--- src/rtl/core/ctec_pkg.sv ---
`default_nettype none
// ----------------------------------------------------------------------------
// Cook timer entry controller package
// Shared types, codes and constants for the cook timer entry controller.
// ----------------------------------------------------------------------------
package ctec_pkg;

    localparam int SECS_W  = 12;
    localparam int RATE_W  = 8;
    localparam int KEY_W   = 8;
    localparam int DIGIT_W = 4;
    localparam int NDIGITS = 4;
    localparam int COUNT_W = 3;
    localparam int TOTAL_W = 14;
    localparam int CFG_IDX_W  = 2;
    localparam int CFG_DATA_W = 12;

    typedef enum logic [2:0] {
        MODE_IDLE   = 3'd0,
        MODE_WEIGHT = 3'd1,
        MODE_TIME   = 3'd2,
        MODE_RUN    = 3'd3,
        MODE_PAUSE  = 3'd4
    } t_mode;

    typedef enum logic [2:0] {
        EV_NONE      = 3'd0,
        EV_OK        = 3'd1,
        EV_ENTRY_ERR = 3'd2,
        EV_MAX_ERR   = 3'd3,
        EV_INPUT_ERR = 3'd4,
        EV_DONE      = 3'd5,
        EV_STOPPED   = 3'd6
    } t_event;

    typedef enum logic [1:0] {
        OP_KEY   = 2'd0,
        OP_START = 2'd1,
        OP_STOP  = 2'd2,
        OP_TICK  = 2'd3
    } t_op;

    localparam logic [CFG_IDX_W-1:0] CFG_PRESET  = 2'd0;
    localparam logic [CFG_IDX_W-1:0] CFG_BEEF    = 2'd1;
    localparam logic [CFG_IDX_W-1:0] CFG_CHICKEN = 2'd2;

    localparam logic [SECS_W-1:0] PRESET_RESET  = 12'd60;
    localparam logic [RATE_W-1:0] BEEF_RESET    = 8'd30;
    localparam logic [RATE_W-1:0] CHICKEN_RESET = 8'd12;

    localparam logic [KEY_W-1:0] KEY_A     = 8'h41;
    localparam logic [KEY_W-1:0] KEY_B     = 8'h42;
    localparam logic [KEY_W-1:0] KEY_C     = 8'h43;
    localparam logic [KEY_W-1:0] KEY_D     = 8'h44;
    localparam logic [KEY_W-1:0] KEY_ENTER = 8'h45;
    localparam logic [KEY_W-1:0] KEY_0     = 8'h30;
    localparam logic [KEY_W-1:0] KEY_1     = 8'h31;
    localparam logic [KEY_W-1:0] KEY_9     = 8'h39;

    localparam logic [DIGIT_W-1:0] MAX_MIN_TENS = 4'd3;
    localparam logic [DIGIT_W-1:0] MAX_SEC_TENS = 4'd5;
    localparam logic [COUNT_W-1:0] FULL_COUNT   = 3'd4;

    typedef struct packed {
        logic [1:0]       op;
        logic [KEY_W-1:0] key_code;
    } t_in_item;

    typedef struct packed {
        logic [2:0]        mode;
        logic [SECS_W-1:0] remaining_seconds;
        logic [15:0]       entered_digits;
        logic              lamp_on;
        logic [2:0]        event_res;
    } t_out_item;

endpackage
`default_nettype wire

--- src/rtl/core/cook_timer_entry_controller_top.sv ---
`default_nettype none
// ----------------------------------------------------------------------------
// Cook timer entry controller
// Preset, weight and MM:SS entry with a run/pause/cancel countdown timer.
// ----------------------------------------------------------------------------
// Path: an input item is held in the input register, then its result in the
// result register; the whole step is one pass of logic.
// Throughput: one item per cycle while the result register is not stalled.
// Reset (i_rst_n low, synchronous): idle, digits cleared, registers at
// their defaults, both pipeline registers empty.
module cook_timer_entry_controller_top (
    input  wire logic                       i_clk,
    input  wire logic                       i_rst_n,
    input  wire logic                       i_in_valid,
    output logic                            o_in_ready,
    input  wire ctec_pkg::t_in_item         i_in_data,
    output logic                            o_out_valid,
    input  wire logic                       i_out_ready,
    output ctec_pkg::t_out_item             o_out_data,
    input  wire logic                       i_cfg_valid,
    output logic                            o_cfg_ready,
    input  wire logic [ctec_pkg::CFG_IDX_W-1:0]  i_cfg_index,
    input  wire logic [ctec_pkg::CFG_DATA_W-1:0] i_cfg_data
);
    import ctec_pkg::*;

    logic [SECS_W-1:0]  r_preset;
    logic [RATE_W-1:0]  r_beef;
    logic [RATE_W-1:0]  r_chicken;

    logic               r_in_vld;
    t_in_item           r_in;
    logic               r_out_vld;
    t_out_item          r_out;

    t_mode              r_mode,    n_mode;
    logic               r_chick,   n_chick;
    logic [DIGIT_W-1:0] r_digit [NDIGITS];
    logic [DIGIT_W-1:0] n_digit [NDIGITS];
    logic [COUNT_W-1:0] r_count,   n_count;
    logic [SECS_W-1:0]  r_secs,    n_secs;
    t_event             w_event;
    t_out_item          w_res;

    logic               w_fire;
    logic               w_is_digit;
    logic [DIGIT_W-1:0] w_key_val;
    logic [TOTAL_W-1:0] w_total;
    logic [SECS_W-1:0]  w_weight_secs;
    logic [RATE_W-1:0]  w_rate;
    logic               w_over_max;

    assign w_fire      = r_in_vld && (!r_out_vld || i_out_ready);
    assign o_in_ready  = !r_in_vld || w_fire;
    assign o_cfg_ready = 1'b1;
    assign o_out_valid = r_out_vld;
    assign o_out_data  = r_out;

    assign w_is_digit    = (r_in.key_code >= KEY_0) && (r_in.key_code <= KEY_9);
    assign w_key_val     = r_in.key_code[DIGIT_W-1:0];
    assign w_total       = TOTAL_W'(r_digit[0]) * TOTAL_W'(600)
                         + TOTAL_W'(r_digit[1]) * TOTAL_W'(60)
                         + TOTAL_W'(r_digit[2]) * TOTAL_W'(10)
                         + TOTAL_W'(r_digit[3]);
    assign w_rate        = r_chick ? r_chicken : r_beef;
    assign w_weight_secs = SECS_W'(w_key_val) * SECS_W'(w_rate);
    assign w_over_max    = (r_digit[1] > MAX_MIN_TENS)
                         || ((r_digit[1] == MAX_MIN_TENS)
                             && ((r_digit[2] | r_digit[3] | w_key_val) != '0));

    // Next state and event for the item in the input register.
    always_comb begin
        logic do_start;
        do_start = 1'b0;
        n_mode   = r_mode;
        n_chick  = r_chick;
        n_digit  = r_digit;
        n_count  = r_count;
        n_secs   = r_secs;
        w_event  = EV_NONE;
        case (r_mode)
            MODE_IDLE: begin
                if (r_in.op == OP_KEY) begin
                    if (r_in.key_code == KEY_A) begin
                        n_secs = r_preset;
                        if (r_preset == '0) begin
                            w_event = EV_DONE;
                        end else begin
                            n_mode  = MODE_RUN;
                            w_event = EV_OK;
                        end
                    end else if (r_in.key_code == KEY_B || r_in.key_code == KEY_C) begin
                        n_chick = (r_in.key_code == KEY_C);
                        n_mode  = MODE_WEIGHT;
                        w_event = EV_OK;
                    end else if (r_in.key_code == KEY_D) begin
                        n_digit = '{default: '0};
                        n_count = '0;
                        n_mode  = MODE_TIME;
                        w_event = EV_OK;
                    end
                end
            end
            MODE_WEIGHT: begin
                if (r_in.op == OP_KEY) begin
                    if (r_in.key_code >= KEY_1 && r_in.key_code <= KEY_9) begin
                        n_secs = w_weight_secs;
                        if (w_weight_secs == '0) begin
                            n_mode  = MODE_IDLE;
                            w_event = EV_DONE;
                        end else begin
                            n_mode  = MODE_RUN;
                            w_event = EV_OK;
                        end
                    end else begin
                        w_event = EV_ENTRY_ERR;
                    end
                end
            end
            MODE_TIME: begin
                if (r_in.op == OP_KEY) begin
                    if (r_in.key_code == KEY_ENTER) begin
                        do_start = 1'b1;
                    end else if (r_count >= FULL_COUNT) begin
                        w_event = EV_NONE;
                    end else if (!w_is_digit) begin
                        n_digit = '{default: '0};
                        n_count = '0;
                        w_event = EV_ENTRY_ERR;
                    end else if (w_over_max) begin
                        n_digit = '{default: '0};
                        n_count = '0;
                        w_event = EV_MAX_ERR;
                    end else begin
                        n_digit = '{r_digit[1], r_digit[2], r_digit[3], w_key_val};
                        n_count = r_count + COUNT_W'(1);
                        w_event = EV_OK;
                    end
                end else if (r_in.op == OP_START) begin
                    do_start = 1'b1;
                end else if (r_in.op == OP_STOP) begin
                    n_digit = '{default: '0};
                    n_count = '0;
                end
                if (do_start) begin
                    if (r_digit[2] > MAX_SEC_TENS) begin
                        n_digit = '{default: '0};
                        n_count = '0;
                        w_event = EV_INPUT_ERR;
                    end else begin
                        n_secs = w_total[SECS_W-1:0];
                        if (w_total[SECS_W-1:0] == '0) begin
                            n_mode  = MODE_IDLE;
                            w_event = EV_DONE;
                        end else begin
                            n_mode  = MODE_RUN;
                            w_event = EV_OK;
                        end
                    end
                end
            end
            MODE_RUN: begin
                if (r_in.op == OP_TICK) begin
                    if (r_secs <= SECS_W'(1)) begin
                        n_secs  = '0;
                        n_mode  = MODE_IDLE;
                        w_event = EV_DONE;
                    end else begin
                        n_secs = r_secs - SECS_W'(1);
                    end
                end else if (r_in.op == OP_STOP) begin
                    n_mode  = MODE_PAUSE;
                    w_event = EV_OK;
                end
            end
            MODE_PAUSE: begin
                if (r_in.op == OP_START) begin
                    n_mode  = MODE_RUN;
                    w_event = EV_OK;
                end else if (r_in.op == OP_STOP) begin
                    n_mode  = MODE_IDLE;
                    n_secs  = '0;
                    w_event = EV_STOPPED;
                end
            end
            default: begin
                n_mode = MODE_IDLE;
            end
        endcase
    end

    // Result item built from the next state.
    always_comb begin
        w_res.mode              = n_mode;
        w_res.remaining_seconds = (n_mode == MODE_RUN || n_mode == MODE_PAUSE)
                                ? n_secs : '0;
        w_res.entered_digits    = {n_digit[0], n_digit[1], n_digit[2], n_digit[3]};
        w_res.lamp_on           = (n_mode == MODE_RUN);
        w_res.event_res         = w_event;
    end

    always_ff @(posedge i_clk) begin
        if (!i_rst_n) begin
            r_preset  <= PRESET_RESET;
            r_beef    <= BEEF_RESET;
            r_chicken <= CHICKEN_RESET;
        end else if (i_cfg_valid) begin
            case (i_cfg_index)
                CFG_PRESET:  r_preset  <= i_cfg_data;
                CFG_BEEF:    r_beef    <= i_cfg_data[RATE_W-1:0];
                CFG_CHICKEN: r_chicken <= i_cfg_data[RATE_W-1:0];
                default:     ;
            endcase
        end
    end

    always_ff @(posedge i_clk) begin
        if (!i_rst_n) begin
            r_mode  <= MODE_IDLE;
            r_chick <= 1'b0;
            r_digit <= '{default: '0};
            r_count <= '0;
            r_secs  <= '0;
        end else if (w_fire) begin
            r_mode  <= n_mode;
            r_chick <= n_chick;
            r_digit <= n_digit;
            r_count <= n_count;
            r_secs  <= n_secs;
        end
    end

    always_ff @(posedge i_clk) begin
        if (!i_rst_n) begin
            r_in_vld  <= 1'b0;
            r_out_vld <= 1'b0;
        end else begin
            if (i_in_valid && o_in_ready) begin
                r_in_vld <= 1'b1;
            end else if (w_fire) begin
                r_in_vld <= 1'b0;
            end
            if (w_fire) begin
                r_out_vld <= 1'b1;
            end else if (i_out_ready) begin
                r_out_vld <= 1'b0;
            end
        end
    end

    always_ff @(posedge i_clk) begin
        if (i_in_valid && o_in_ready) begin
            r_in <= i_in_data;
        end
        if (w_fire) begin
            r_out <= w_res;
        end
    end

endmodule
`default_nettype wire

--- config.mk ---
export PLATFORM = sky130hd
export DESIGN_NAME = cook_timer_entry_controller_top
export DESIGN_NICKNAME = d
export VERILOG_FILES = /design/src/rtl/core/ctec_pkg.sv /design/src/rtl/core/cook_timer_entry_controller_top.sv
export SDC_FILE = /design/constraint.sdc
export NUM_CORES = 1
export LEC_CHECK = 0
export BUFFER_PORTS_ARGS = -buffer_cell sky130_fd_sc_hd__buf_4
export CORE_AREA = 2 2 119 121
export DETAILED_ROUTE_END_ITERATION = 8
export DIE_AREA = 0 0 121 123
export PLACE_DENSITY_LB_ADDON = 0.12
export SYNTH_ARGS = -nofsm -noshare
export SYNTH_HDL_FRONTEND = slang
export SYNTH_SLANG_ARGS = --single-unit
--- constraint.sdc ---
create_clock -name i_clk -period 6.4 [get_ports i_clk]
set_clock_uncertainty 0.2 [all_clocks]
set_input_delay 0 -clock i_clk [delete_from_list [all_inputs] [get_ports i_clk]]
set_output_delay 0 -clock i_clk [all_outputs]
set_load 0.03 [all_outputs]
==> results.md <==
* Site row count at 43
* HP Class: input port to flip-flop
* Clock Latency Late Sink at 0.36 ns
* Max stage delay on crit path at 0.74 ns
* FF-to-FF setup slack at 0.40 ns
* Setup Buffers After CTS at 0
* CTS H-tree depth at 3
* Top cell type's share of synthesized area at 0.165
* Pin count of the biggest net entering global routing at 39
* Yosys warnings at 0
* RSZ-0062 raised after global routing: false
* Pwr/cell area at 185 mW/mm²
* ANT nets after route at 0
* Core area at 0.0136 mm²
* Post-DP HPWL at 15600 µm
* Fraction of layout cells with a size suffix above 1 at 0.116
* Critical path launch point type: flip-flop
* Worst path bufs/invs at 0
* Max Cap Viol at 0
* Ys async rst share at 0
* Top achievable clock speed at 167 MHz
* Most used cell, CP: ha_1
* Via/cell ratio at 6.10
* Relative slew margins at 0.186
* Port bufs at 65
* Synthesis-to-layout area growth at 14.8%
* Critical R2R Launch: r_digit[10]
* Met2 Usage GRT at 0.452
* Tmin final at 6.00 ns
* Pre-antenna DRT Iters at 5
* Critical Path Start: r_digit[10]
* Routed WL per cell at 18.4 µm
* Critical Path RT at 6.25 ns
* # IOs at 67
* Clock buffer depth at 2
* # diodes at 0
* Max FO, Critical Path at 13
* Global placer's final weighted congestion at 0.989
* Nets at 1113
* Final Hold Viols at 0
* CP delay by family, top: adder cells
* Reg clk slew, reported paths at 0.08 ns
* Mapped Nets at 1042
* Gr ovfl total at 0
* Die area at 0.0149 mm²
* Cts repair resizes at 0
* Vias in the first global route at 6655
* Worst-path cell chain: fa_1 > fa_1 > ha_1 > a21o_1 > a21oi_1 > o21bai_1 > a21oi_1 > xnor2_1 > ha_1 > ha_1 > ha_1 > and3b_1 > a21oi_1 > nand4_1 > nor4_1 > a21boi_0 > o32ai_2 > a22oi_1
* Outcome: finished clean
* Syn Inst Count at 918
* Top-count cell post-synth: nand2_1
* Cell leakage power at 4.09 nW
* DRT iter0 DRCs at 687
* Yosys cell types at 79
* Sum Neg Setup Slack at 0 ns
* Met3 Usage GRT at 0.0540
* Clock root cell: clkbuf_16
* Cell Area, Synth at 0.00820 mm²
* Clock sinks at 110
* Top post-synthesis cells by count: nand2_1, nor2_1, a21oi_1
* CP endpoint kind: flip-flop
* DIE HEIGHT at 123 µm
* First-pass GRT wire length at 34600 µm
* Post-synth EDFFs at 45
* Die width at 121 µm
* Hold Crit Start: i_cfg_valid
* Initial Utilization at 0.602
* Initial antenna violation count at 0
* Reg2reg end: o_out_data[27]
* Final Setup Violations at 0
* Cell taking the most area after synthesis: edfxtp_1
* Min Hold Slack at 0.0924 ns
* Synth area leaders: edfxtp_1, dfxtp_1, ha_1
* Avg Cell Area, Syn at 8.93 µm²
* Tot GR Track Use at 0.297
* Busiest layer in global routing: met2
* Critical path class: flip-flop to flip-flop
* Hold depth at 4
* Worst-Margin Slew at 1.21 ns
* Sequential-to-total area share from yosys stat at 0.324
* CP Data Arrival Time at 5.84 ns
* Reg2Reg Depth at 18
* Endpoint, Worst Hold: r_preset[2]
* Final Max Slew Viols at 0
* Ys flop type: dfxtp_1
* Maximum VDD drop at 0.173 mV
* Vias at 7165
* Slowest CP cell: o32ai_2
* Number of synthesized register bits at 110
* Final Cycle Share at 0.937
* TritonCTS clock tree: done
* Grt met1 use at 0.431
* WL final at 21600 µm
* Num CTS Buffers at 9
* Drt drc at 0
-- kinds of logic after synthesis --
logic type,Yosys count,share of synthesized area
XOR/XNOR,27,0.0288
AND/OR/NAND/NOR,318,0.197
other,1,0.000457
AO/OA/AOI/OAI,244,0.195
adder cells (fa/ha/maj),95,0.170
flip-flops,110,0.324
buffers and inverters,90,0.0443
multiplexers,33,0.0414
-- per-layer routing --
metal | vias up | wire, µm
li1 | 3473 | -
met1 | 3367 | 9970
met2 | 285 | 9620
met3 | 40 | 1560
met4 | 0 | 468
met5 | - | 0
-- stage by stage --
stage / instances / worst slack, ns / total power, W / utilization / instance area, µm²
after CTS: 1174 / 0.428 / 0.00174 / 0.691 / 9410
after global placement: 1123 / 0.532 / 0.00115 / 0.643 / 8760
after detailed placement: 1123 / 0.450 / 0.00115 / 0.643 / 8760
after floorplan: 918 / 1.17 / 0.00105 / - / 8200
after global routing: 1174 / 0.0817 / 0.00181 / 0.691 / 9410
final: 1174 / 0.403 / 0.00174 / 0.691 / 9410
-- worst max path at each step --
stage,to,slack (ns),cells after the start
finish,o_out_data[27],0.40,18
global route,o_out_data[27],0.08,18
CTS,o_out_data[27],0.43,18
detailed placement,o_out_data[31],0.45,18
global placement,o_out_data[31],0.53,18
floorplan,o_out_data[30],1.17,18
-- flip-flops by register name (all words and copies together) (netlist names) --
signal	flops
o_out_data	35
o_out_valid	1
r_beef	8
r_chick	1
r_chicken	8
r_count	3
r_digit	16
r_in	10
r_in_vld	1
r_mode	3
r_preset	12
r_secs	12
-- repair_timing --
action,CTS,global route
endpoints found under the hold margin,46,0
hold buffers,35,0
setup endpoints to repair,0,0
-- worst register-to-register path, cell delays in order (launching register included) --
cell      delay [ns]
dfxtp_1         0.50
fa_1            0.52
fa_1            0.50
ha_1            0.30
a21o_1          0.16
a21oi_1         0.23
o21bai_1        0.09
a21oi_1         0.18
xnor2_1         0.15
ha_1            0.25
ha_1            0.29
ha_1            0.39
and3b_1         0.20
a21oi_1         0.11
nand4_1         0.20
nor4_1          0.30
a21boi_0        0.17
o32ai_2         0.74
a22oi_1         0.22
-- layout by cell type, fill, tap and decap left out, types with 4 or more instances in the layout --
| master | Yosys | final |
|---|---|---|
| o31ai_1 | 5 | 5 |
| nand2b_1 | 11 | 11 |
| xor2_1 | 10 | 10 |
| dfxtp_1 | 65 | 65 |
| o2111ai_1 | 4 | 4 |
| nor2b_1 | 25 | 25 |
| mux2_2 | 7 | 7 |
| nand2_1 | 95 | 95 |
| o21ai_0 | 47 | 47 |
| mux2i_1 | 26 | 26 |
| nor4_1 | 10 | 10 |
| nand3b_1 | 4 | 4 |
| a21o_1 | 7 | 7 |
| a31oi_1 | 6 | 6 |
| edfxtp_1 | 45 | 45 |
| or4_1 | 10 | 10 |
| a221oi_1 | 5 | 5 |
| a22oi_1 | 14 | 14 |
| or2_2 | 4 | 4 |
| ha_1 | 68 | 68 |
| buf_4 | 1 | 70 |
| clkbuf_16 | 0 | 10 |
| or3_1 | 7 | 7 |
| and2_1 | 12 | 12 |
| o21bai_1 | 5 | 5 |
| a21oi_1 | 80 | 80 |
| o21a_1 | 5 | 5 |
| dlygate4sd3_1 | 0 | 35 |
| a211oi_1 | 17 | 17 |
| xnor2_1 | 17 | 17 |
| nand3_1 | 10 | 10 |
| nor2_1 | 85 | 85 |
| nor3_1 | 17 | 17 |
| fa_1 | 27 | 27 |
| a22o_1 | 8 | 8 |
| o211ai_1 | 7 | 7 |
| inv_1 | 45 | 44 |
-- layout make-up --
class | instances | area, µm²
clock inverters | 5 | 48.8
flip-flops and latches | 110 | 2650
repair buffers | 105 | 876
inverters | 45 | 169
clock buffers | 11 | 254
multi-input cells | 718 | 5180
well taps | 180 | 225
fillers | 1106 | 4200
-- power breakdown --
part | switching (W) | internal (W) | total, W
Sequential | 0.0000357 | 0.000757 | 0.000792
Combinational | 0.000221 | 0.000148 | 0.000368
Clock | 0.000282 | 0.000297 | 0.000578
Total | 0.000538 | 0.00120 | 0.00174
(Power assumes the default switching activity.)
